[src/ssid_pkg.sv]
package ssid_pkg;

    // Store depth and derived widths
    localparam int DEPTH = 16;
    localparam int CNT_W = $clog2(DEPTH + 1);
    localparam int IDX_W = $clog2(DEPTH);
    localparam int VAL_W = 32;

    // Operation kinds on the input tuser
    localparam logic [1:0] KIND_INSERT  = 2'd0;
    localparam logic [1:0] KIND_DEL_MAX = 2'd1;
    localparam logic [1:0] KIND_DEL_MIN = 2'd2;
    localparam logic [1:0] KIND_DEL_MID = 2'd3;

    // Result status codes on the output tuser
    localparam logic [1:0] STAT_DONE  = 2'd0;
    localparam logic [1:0] STAT_DUP   = 2'd1;
    localparam logic [1:0] STAT_FULL  = 2'd2;
    localparam logic [1:0] STAT_EMPTY = 2'd3;

    // Command broadcast to every cell of the chain
    typedef enum logic [1:0] {
        CMD_HOLD = 2'd0,
        CMD_CMP  = 2'd1,
        CMD_INS  = 2'd2,
        CMD_DEL  = 2'd3
    } t_cmd;

    typedef struct packed {
        t_cmd                     cmd;
        logic signed [VAL_W-1:0]  value;
    } t_cell_ctl;

endpackage

[src/ssid_cell.sv]
module ssid_cell (
    input  logic                                i_clk,
    input  ssid_pkg::t_cell_ctl                 i_ctl,
    input  logic                                i_occ,       // cell holds a live value
    input  logic                                i_del_sel,   // cell at or after delete index
    input  logic                                i_left_gt,
    input  logic signed [ssid_pkg::VAL_W-1:0]   i_left_val,
    input  logic signed [ssid_pkg::VAL_W-1:0]   i_right_val,
    output logic                                o_gt,
    output logic                                o_eq,
    output logic signed [ssid_pkg::VAL_W-1:0]   o_val
);

    logic signed [ssid_pkg::VAL_W-1:0] r_val;
    logic                              r_gt;
    logic                              r_eq;

    always_ff @(posedge i_clk) begin
        case (i_ctl.cmd)
            ssid_pkg::CMD_CMP: begin
                r_gt <= i_occ && (r_val > i_ctl.value);
                r_eq <= i_occ && (r_val == i_ctl.value);
            end
            ssid_pkg::CMD_INS: begin
                // larger values stay; the first non-larger cell takes the new value,
                // the rest shift one place toward the small end
                if (!r_gt) begin
                    r_val <= i_left_gt ? i_ctl.value : i_left_val;
                end
            end
            ssid_pkg::CMD_DEL: begin
                if (i_del_sel) begin
                    r_val <= i_right_val;
                end
            end
            default: begin
            end
        endcase
    end

    assign o_gt  = r_gt;
    assign o_eq  = r_eq;
    assign o_val = r_val;

endmodule

[src/sorted_set_insert_delete.sv]
// Sorted set store, descending order, built as a chain of compare/shift cells.
// An insert passes the idle, compare and act states (compare, then shift); a delete
// goes straight from idle to act. A new request is taken only in idle, so one request
// is finished before the next is accepted; a stalled output holds act.
// Reset: synchronous active-low; clears count, sequencer and output valid.
// Cell contents are not cleared; only cells below the count are ever used.
module sorted_set_insert_delete (
    input  logic        i_clk,
    input  logic        i_rst_n,
    input  logic        i_s_tvalid,
    output logic        o_s_tready,
    input  logic [31:0] i_s_tdata,   // [31:0] value
    input  logic [1:0]  i_s_tuser,   // [1:0] kind
    output logic        o_m_tvalid,
    input  logic        i_m_tready,
    output logic [39:0] o_m_tdata,   // [4:0] count, [36:5] removed_value, [39:37] zero
    output logic [1:0]  o_m_tuser    // [1:0] status
);

    localparam int DEPTH = ssid_pkg::DEPTH;
    localparam int CNT_W = ssid_pkg::CNT_W;
    localparam int IDX_W = ssid_pkg::IDX_W;
    localparam int VAL_W = ssid_pkg::VAL_W;

    typedef enum logic [2:0] {
        ST_IDLE = 3'b001,
        ST_CMP  = 3'b010,
        ST_ACT  = 3'b100
    } t_state;

    t_state                    r_state, n_state;
    logic [CNT_W-1:0]          r_count, n_count;
    logic [1:0]                r_kind;
    logic signed [VAL_W-1:0]   r_value;
    logic                      r_out_valid, n_out_valid;
    logic [1:0]                r_status, n_status;
    logic signed [VAL_W-1:0]   r_removed, n_removed;

    ssid_pkg::t_cell_ctl       w_ctl;
    logic [DEPTH-1:0]          w_gt;
    logic [DEPTH-1:0]          w_eq;
    logic signed [VAL_W-1:0]   w_val [DEPTH];
    logic [IDX_W-1:0]          w_idx;
    logic                      w_out_free;
    logic                      w_in_xfer;

    assign o_s_tready = (r_state == ST_IDLE);
    assign w_in_xfer  = i_s_tvalid && o_s_tready;
    assign w_out_free = !r_out_valid || i_m_tready;

    // delete index: 0 for largest, count-1 for smallest, count/2 for middle
    always_comb begin
        case (r_kind)
            ssid_pkg::KIND_DEL_MAX: w_idx = '0;
            ssid_pkg::KIND_DEL_MIN: w_idx = IDX_W'(r_count - CNT_W'(1));
            ssid_pkg::KIND_DEL_MID: w_idx = IDX_W'(r_count >> 1);
            default:                w_idx = '0;
        endcase
    end

    // Sequencer: compare broadcast for an insert, then insert/delete shift and result
    always_comb begin
        n_state     = r_state;
        n_count     = r_count;
        n_out_valid = r_out_valid && !i_m_tready;
        n_status    = r_status;
        n_removed   = r_removed;
        w_ctl.cmd   = ssid_pkg::CMD_HOLD;
        w_ctl.value = r_value;
        case (r_state)
            ST_IDLE: begin
                if (w_in_xfer) begin
                    n_state = (i_s_tuser == ssid_pkg::KIND_INSERT) ? ST_CMP : ST_ACT;
                end
            end
            ST_CMP: begin
                w_ctl.cmd = ssid_pkg::CMD_CMP;
                n_state   = ST_ACT;
            end
            ST_ACT: begin
                if (w_out_free) begin
                    n_state     = ST_IDLE;
                    n_out_valid = 1'b1;
                    n_removed   = '0;
                    n_status    = ssid_pkg::STAT_DONE;
                    if (r_kind == ssid_pkg::KIND_INSERT) begin
                        if (|w_eq) begin
                            n_status = ssid_pkg::STAT_DUP;
                        end else if (r_count == CNT_W'(DEPTH)) begin
                            n_status = ssid_pkg::STAT_FULL;
                        end else begin
                            w_ctl.cmd = ssid_pkg::CMD_INS;
                            n_count   = r_count + CNT_W'(1);
                        end
                    end else if (r_count == '0) begin
                        n_status = ssid_pkg::STAT_EMPTY;
                    end else begin
                        w_ctl.cmd = ssid_pkg::CMD_DEL;
                        n_removed = w_val[w_idx];
                        n_count   = r_count - CNT_W'(1);
                    end
                end
            end
            default: begin
                n_state = ST_IDLE;
            end
        endcase
    end

    always_ff @(posedge i_clk) begin
        if (!i_rst_n) begin
            r_state     <= ST_IDLE;
            r_count     <= '0;
            r_out_valid <= 1'b0;
        end else begin
            r_state     <= n_state;
            r_count     <= n_count;
            r_out_valid <= n_out_valid;
        end
    end

    always_ff @(posedge i_clk) begin
        if (w_in_xfer) begin
            r_kind  <= i_s_tuser;
            r_value <= i_s_tdata;
        end
        r_status  <= n_status;
        r_removed <= n_removed;
    end

    // Cell chain: index 0 holds the largest value
    for (genvar g = 0; g < DEPTH; g++) begin : g_cell
        logic                    w_left_gt;
        logic signed [VAL_W-1:0] w_left_val;
        logic signed [VAL_W-1:0] w_right_val;

        if (g == 0) begin : g_head
            assign w_left_gt  = 1'b1;
            assign w_left_val = r_value;
        end else begin : g_body
            assign w_left_gt  = w_gt[g-1];
            assign w_left_val = w_val[g-1];
        end

        if (g == DEPTH - 1) begin : g_tail
            assign w_right_val = w_val[g];
        end else begin : g_mid
            assign w_right_val = w_val[g+1];
        end

        ssid_cell u_cell (
            .i_clk       (i_clk),
            .i_ctl       (w_ctl),
            .i_occ       (CNT_W'(g) < r_count),
            .i_del_sel   (CNT_W'(g) >= CNT_W'(w_idx)),
            .i_left_gt   (w_left_gt),
            .i_left_val  (w_left_val),
            .i_right_val (w_right_val),
            .o_gt        (w_gt[g]),
            .o_eq        (w_eq[g]),
            .o_val       (w_val[g])
        );
    end

    // Result register: count (low 5 bits), removed value, status
    assign o_m_tvalid = r_out_valid;
    assign o_m_tuser  = r_status;
    assign o_m_tdata  = {3'b000, r_removed, 5'(r_count)};

endmodule
[config.mk]
export PLATFORM = sky130hd
export DESIGN_NAME = sorted_set_insert_delete
export DESIGN_NICKNAME = d
export VERILOG_FILES = /design/src/ssid_pkg.sv /design/src/ssid_cell.sv /design/src/sorted_set_insert_delete.sv
export SDC_FILE = /design/constraint.sdc
export NUM_CORES = 2
export LEC_CHECK = 0
export ABC_AREA = 1
export BUFFER_PORTS_ARGS = -buffer_cell sky130_fd_sc_hd__buf_2
export CAP_MARGIN = 10
export CORE_UTILIZATION = 59
export CTS_CLUSTER_SIZE = 8
export DETAILED_ROUTE_END_ITERATION = 10
export GPL_TIMING_DRIVEN = 1
export MAX_ROUTING_LAYER = met4
export PLACE_DENSITY = 0.89
export SLEW_MARGIN = 10
export SYNTH_ARGS = -nofsm -noshare
export SYNTH_HDL_FRONTEND = slang
export SYNTH_HIERARCHICAL = 1
export SYNTH_SLANG_ARGS = --single-unit
[constraint.sdc]
create_clock -name i_clk -period 4.62 [get_ports i_clk]
set_input_delay 0.231 -clock i_clk [delete_from_list [all_inputs] [get_ports i_clk]]
set_output_delay 0.231 -clock i_clk [all_outputs]
set_load 0.02 [all_outputs]
# Yosys cells after proc, flatten, opt, wreduce, memory -nomap -nowiden
# Index checks and enable logic that the tools add are counted.
# totals
regBits	621
mem_bits_ro	0
ramBits	0
in_bits	38
latchBits	0
n_memories	0
# classes
eq_ne	60
mul	0
reduce_logical	62
order_cmp	48
addsub	2
div	0
n_mux	84
n_bitwise	2
shift	0
# ops
op	count
two-way mux 32 bit	47
case mux 32 bit (2 select lines)	15
equality test 32 bit	16
> comparator 32 bit	16
binary-select mux 32 bit (select 4 bit)	1
AND reduction 3 bit	15
< comparator 4 x 5 -> 1 bit (first input constant)	8
inequality test 2 bit (second input constant)	19
logical AND 1 bit	34
inequality test 2 x 1 -> 1 bit (second input constant)	16
greater-or-equal comparator 4 bit (first input constant)	7
< comparator 3 x 5 -> 1 bit (first input constant)	4
two-way mux 5 bit	4
two-way mux 2 bit	9
greater-or-equal comparator 3 x 4 -> 1 bit (first input constant)	4
OR reduction 16 bit	1
< comparator 1 x 5 -> 1 bit (first input constant)	2
< comparator 2 x 5 -> 1 bit (first input constant)	2
two-way mux 3 bit	3
case mux 3 bit (3 select lines)	1
equality test 2 bit (second input constant)	4
greater-or-equal comparator 1 x 4 -> 1 bit (first input constant)	2
greater-or-equal comparator 2 x 4 -> 1 bit (first input constant)	2
case mux 4 bit (2 select lines)	1
other kinds (20)	25

# Depth between registers and ports, before layout
# logic_depth
depth_word	9
mapped_depth	15
depth_no_buf	15

# Cells and area by module
# The synthesis kept the hierarchy.
# by_module_without_submodules
module	instances	area_each_um2	seq_area_each_um2	cells_each
ssid_cell at g_cell[0].u_cell ...	15	2673.8	1021.0	335
sorted_set_insert_delete	1	10351.2	2222.1	1890
ssid_cell at g_cell[11].u_cell	1	2685.1	1021.0	335

# Least setup slack after synthesis
# No wires, ideal clock.
# synth_path
kind	register to register
from	reg r_count[1]
to	reg g_cell[0].u_cell.r_val (netlist bit g_cell[0].u_cell/o_val[0]), enable pin
setup_ps	466
period_less_slack_ps	4617
arrival_ps	4152
stages_incl_launch_ff	11
slack_ps	3
n_path_buf	1
path_cell_list	dfxtp_1 inv_1 ha_1 inv_1 o21ai_2 nand2_1 nand2_2 inv_1 buf_2 nand2_1 o21ai_0
# synth_rtl
element	line_no	rtl
start, declared	sorted_set_insert_delete.sv:32	logic [CNT_W-1:0] r_count, n_count;
start signal, assigned	sorted_set_insert_delete.sv:117	r_count <= n_count;
end signal, assigned	ssid_cell.sv:28	r_val <= i_left_gt ? i_ctl.value : i_left_val;
end signal, assigned	ssid_cell.sv:33	r_val <= i_right_val;
end, declared	ssid_cell.sv:14	logic signed [ssid_pkg::VAL_W-1:0] r_val;

==> results list <==
* Remaining routing DRC violations: 0
- Gates resized during post-CTS repair numbered 0.
- Placeable Area: between 0.08 and 0.09 mm2
- The clock passes through at most 3 buffers.
- RePlAce Congestion: approximately 0.97
- Number of synthesized register bits: about 620
- The area growth from synthesis to layout is 7.339%.
- Dividing the synthesized area by the synthesized cell count gives ~7.3 um2.
* Number of H-tree branching levels: 3
* Hold violation total from the final report: 0
* Overflow left after global routing: 0
- Destination of the worst hold path: g_cell[0].w_left_val[8]$_DFFE_PP_
* Ranking of synthesized cells by area: edfxtp_1 (35%), nand2_1 (16%), ha_1 (12%), nand3_1 (8.2%), inv_1 (7.4%)
- Final clock period utilization by the worst path: 0.8232
* Data arrival at the endpoint of the critical path: between 4 and 5 ns
* Most heavily used metal layer in global routing: met2
* Pin count of the biggest net entering global routing: 136
* Final setup violation count: 0
- Wire length per cell after detailed routing: 19.41 um
- The final layout contains routed wiring with a total length of about 160 mm.
- R2r setup slk: a little over 0.8 ns
- The cell area that synthesis handed to floorplanning was 0.05314 mm2.
* Vertical die dimension: between 300 and 400 um
- Setup repair after global routing missed its margin: no
* Floorplan die area: a little over 0.09 mm2
* Max Fanout on Critical Path: 26
* Detailed Route Iter0 Violations: slightly above 7,000
- Of the total synthesized cell area, the portion taken by XOR and XNOR cells is 0.0006592.
- Complex-gate fraction of the synthesized area: 0.1180
* Via count: 51,001
- Latest clock arrival within the worst-skew pair: approximately 0.66 ns
* Number of input and output port buffers inserted: between 70 and 80
- TritonCTS created 87 clock buffers.
- The netlist uses 42 different library cells.
- The startpoint identified for the worst hold timing path is i_s_tdata[8].
* Share of the yosys chip area belonging to registers: 0.3492
- Counting cells, the worst reg-to-reg path comes to 9.
- Final Skew: ~0.028 ns
- Global routing usage on met1: 0.4572
- For this run, global-route usage on met3 was measured as 0.05602.
- Clock Root Buffer: clkbuf_16
- The analysis attributes to cell leakage a power of ~27 nW.
* Area fraction of the dominant cell type after synthesis: 0.3458
- At the end of the flow, the number of nets in the layout was between 7,000 and 8,000.
- Final HPWL DP: 118.0 mm
- Total track usage: 0.3611
- Adding up every negative setup slack in the final design gives 0 ns.
- Data on the critical path is required at its endpoint by roughly 5 ns.
- Worst Max-Slew Pin Slew: roughly 1.2 ns
* Destination of the worst register-to-register timing path: g_cell[12].u_cell/o_val[14]$_DFFE_PP_
* Floorplan die width: between 300 and 400 um
- Reg clk slew, reported paths: around 0.050 ns
- The pre-antenna-repair detailed-routing pass consisted of 8 iterations.
- The finished layout holds between 8,000 and 9,000 standard cells, fillers aside.
- Measured against its own limit, the worst slew margin works out to 0.1751.
- Multiplexer area fraction after synthesis: 0
- Run status: complete, no violations
* Standard-cell row count: approximately 110
- After clock tree synthesis, the setup repair step added 0 buffers.
- Counting every sink on the clock net gives just over 600.
* Largest family of logic cells by synthesized area: simple AND/OR/NAND/NOR gates
- Fraction of final layout cells with drive strength greater than 1: 0.06838
- The first global-routing pass estimated ~250 mm of wire.
- Count of mapped cells out of synthesis: 7,250
- The initial utilization of the core area, before any placement, comes to 0.5986.
- I/O pin total: 82
* Top achievable clock speed: around 0.26 GHz
* Library cell with the largest summed area after synthesis: edfxtp_1
* Number of antenna-violating nets in the routed design: 0
- Start-to-end type of the worst setup path: register to register
* Startpoint of the lowest-slack register-to-register path: r_count[4]$_SDFFE_PN0P_
- Basic-gate share of the synthesized area counting and, or, nand and nor cells: 0.2984
* Via-per-instance ratio: between 6 and 7
- TritonCTS clock tree: yes
- Power per unit of standard cell area: about 260 mW/mm2
- The routed design could run at a clock period as short as approximately 3.8 ns.
- The number of global-route vias before repair came to around 48,000.
- Of the total synthesized cell area, the portion taken by full adders, half adders and majority gates is 0.1215.
* Largest vdd supply drop: about 0.3 mV
* Hold Crit Depth: 2
* Kind of end point of the critical path: register
- Kind of start point of the critical path: register
* Number of placed cells counting well taps: between 8,000 and 9,000
- The tool flagged a number of max-cap violations equal to 0.
- The initial antenna violation count is 2.
- Yosys Warn Count: 6
* Final slew viol count: 0
- The tightest min-delay check is of the input port to register type.
* Met2 GRT Util: 0.5585
==> layout by cell type, fill, tap and decap left out, types with 4 or more instances in the layout <==
| master | n |
|---|---|
| clkbuf_1 | 19 |
| clkbuf_16 | 88 |
| ha_1 | 516 |
| dlygate4sd3_1 | 37 |
| o21ai_1 | 6 |
| dfxtp_1 | 9 |
| buf_4 | 100 |
| o21ai_0 | 77 |
| nor2_2 | 19 |
| a21oi_4 | 16 |
| conb_1 | 5 |
| nor2_4 | 19 |
| buf_2 | 78 |
| a21o_1 | 16 |
| nand2_1 | 2232 |
| nand4_2 | 15 |
| nand2_2 | 49 |
| buf_12 | 14 |
| o211ai_1 | 480 |
| o21ai_4 | 6 |
| inv_2 | 39 |
| nand3b_1 | 115 |
| nand3_2 | 4 |
| a21oi_1 | 275 |
| a31oi_1 | 17 |
| o21a_2 | 16 |
| inv_1 | 1041 |
| edfxtp_1 | 612 |
| o21ai_2 | 11 |
| o21a_1 | 16 |
| nand3_1 | 868 |
| nand4_1 | 17 |
| nor2_1 | 318 |
==> through the flow <==
stage | area [um2] | utilization | setup WS, ns | hold WS, ns | power (W)
after floorplan | 53150 | - | 0.002624 | 0.3299 | 0.008280
after global placement | 54310 | 0.6117 | 0.9647 | 0.4072 | 0.008925
after detailed placement | 54310 | 0.6117 | 0.9451 | 0.4094 | 0.009047
after CTS | 57040 | 0.6424 | 0.9312 | 0.2716 | 0.01495
after global routing | 57040 | 0.6425 | 0.7374 | 0.2817 | 0.01554
final | 57040 | 0.6425 | 0.8168 | 0.2898 | 0.01502
==> what timing repair did <==
action	4_1_cts	5_1_grt
hold buffers	37	0
endpoints found under the setup margin	0	0
endpoints found under the hold margin	41	0
==> critical path, cell delays in order, from the launching register on <==
cell and delay [ns]:
dfxtp_1 0.67, nor2_1 0.24, nand2_1 0.25, o21ai_4 0.10, o21bai_4 0.95, buf_4 0.36
nand2_1 0.41, buf_12 0.35, o211ai_1 0.11, nand2_1 0.08
==> worst max path at each step <==
stage | startpoint | to | slack (ns)
after floorplan | r_count[1]$_SDFFE_PN0P_ | g_cell[0].u_cell/o_val[0]$_DFFE_PP_ | 0.003
after global placement | r_count[4]$_SDFFE_PN0P_ | g_cell[2].u_cell/o_val[6]$_DFFE_PP_ | 0.96
after detailed placement | r_count[4]$_SDFFE_PN0P_ | g_cell[2].u_cell/o_val[7]$_DFFE_PP_ | 0.95
after CTS | r_count[4]$_SDFFE_PN0P_ | g_cell[12].u_cell/o_val[14]$_DFFE_PP_ | 0.93
after global routing | r_count[4]$_SDFFE_PN0P_ | g_cell[2].u_cell/o_val[26]$_DFFE_PP_ | 0.74
final | r_count[4]$_SDFFE_PN0P_ | g_cell[12].u_cell/o_val[14]$_DFFE_PP_ | 0.82
==> routing by layer <==
layer	wire (um)	part of all wire
met2	73380	0.45
met3	18930	0.12
met1	60680	0.37
met5	0	0
met4	9029	0.056
==> state kept, by name (all words and copies together), names as in the netlist <==
name	count
o_m_tuser	2
r_removed	32
g_cell.u_cell/o_val	512
o_m_tvalid	1
g_cell.u_cell/o_eq	16
g_cell.w_left_val	32
r_kind	2
r_count	5
g_cell.u_cell/o_gt	16
r_state	3
==> synthesized netlist by cell type <==
master	n
inv_1	1043
o21ai_2	1
edfxtp_1	612
nand3_2	6
buf_1	12
conb_1	2
nand4_2	15
xor2_1	3
dfxtp_1	9
nand3b_1	115
o21a_2	16
nand2_1	2232
nand4_1	17
a31oi_1	17
a21oi_1	275
nor2_1	319
o211ai_1	480
nand3_4	1
o21a_1	16
o21bai_1	1
nor3_1	3
nand2_4	3
o32ai_1	1
a21oi_4	16
buf_2	180
buf_4	14
inv_2	39
nand2_2	50
o31ai_1	2
nor2_4	18
o21ai_1	6
nand4_4	1
nor2_2	19
clkbuf_1	202
o21ai_0	93
clkinv_1	2
ha_1	516
buf_6	7
nand3_1	868
a21o_1	16
xnor2_1	1
o31a_1	1
==> layout make-up <==
type / instances / area (um2)
fill: 7104 / 31740
clock buffer: 107 / 2273
clock inverter: 6 / 86.33
timing repair buffer: 229 / 1792
sequential: 621 / 18560
inverter: 1084 / 4079
tap: 1165 / 1458
multi-input combinational: 5133 / 28790
antenna: 2 / 5.005
==> report_power, final <==
| part | switching (W) | total (W) | leakage [nW] | internal [W] |
|---|---|---|---|---|
| sequential | 0.000253 | 0.00646 | 5.64 | 0.00621 |
| clock | 0.00251 | 0.00593 | 1.15 | 0.00341 |
| combinational | 0.00175 | 0.00263 | 19.8 | 0.000883 |
| total | 0.00451 | 0.0150 | 26.6 | 0.0105 |
==> logic make-up (layout without fill, tap and decap cells) <==
| kind of cell | count (synthesis) | after routing |
|---|---|---|
| AND/OR/NAND/NOR | 3667 | 3667 |
| AO/OA/AOI/OAI | 941 | 941 |
| flip-flops | 621 | 621 |
| other | 2 | 7 |
| XOR/XNOR | 4 | 4 |
| adder cells (fa/ha/maj) | 516 | 516 |
| buffers and inverters | 1499 | 1426 |
No activity file was read; power rests on OpenSTA's default activity.
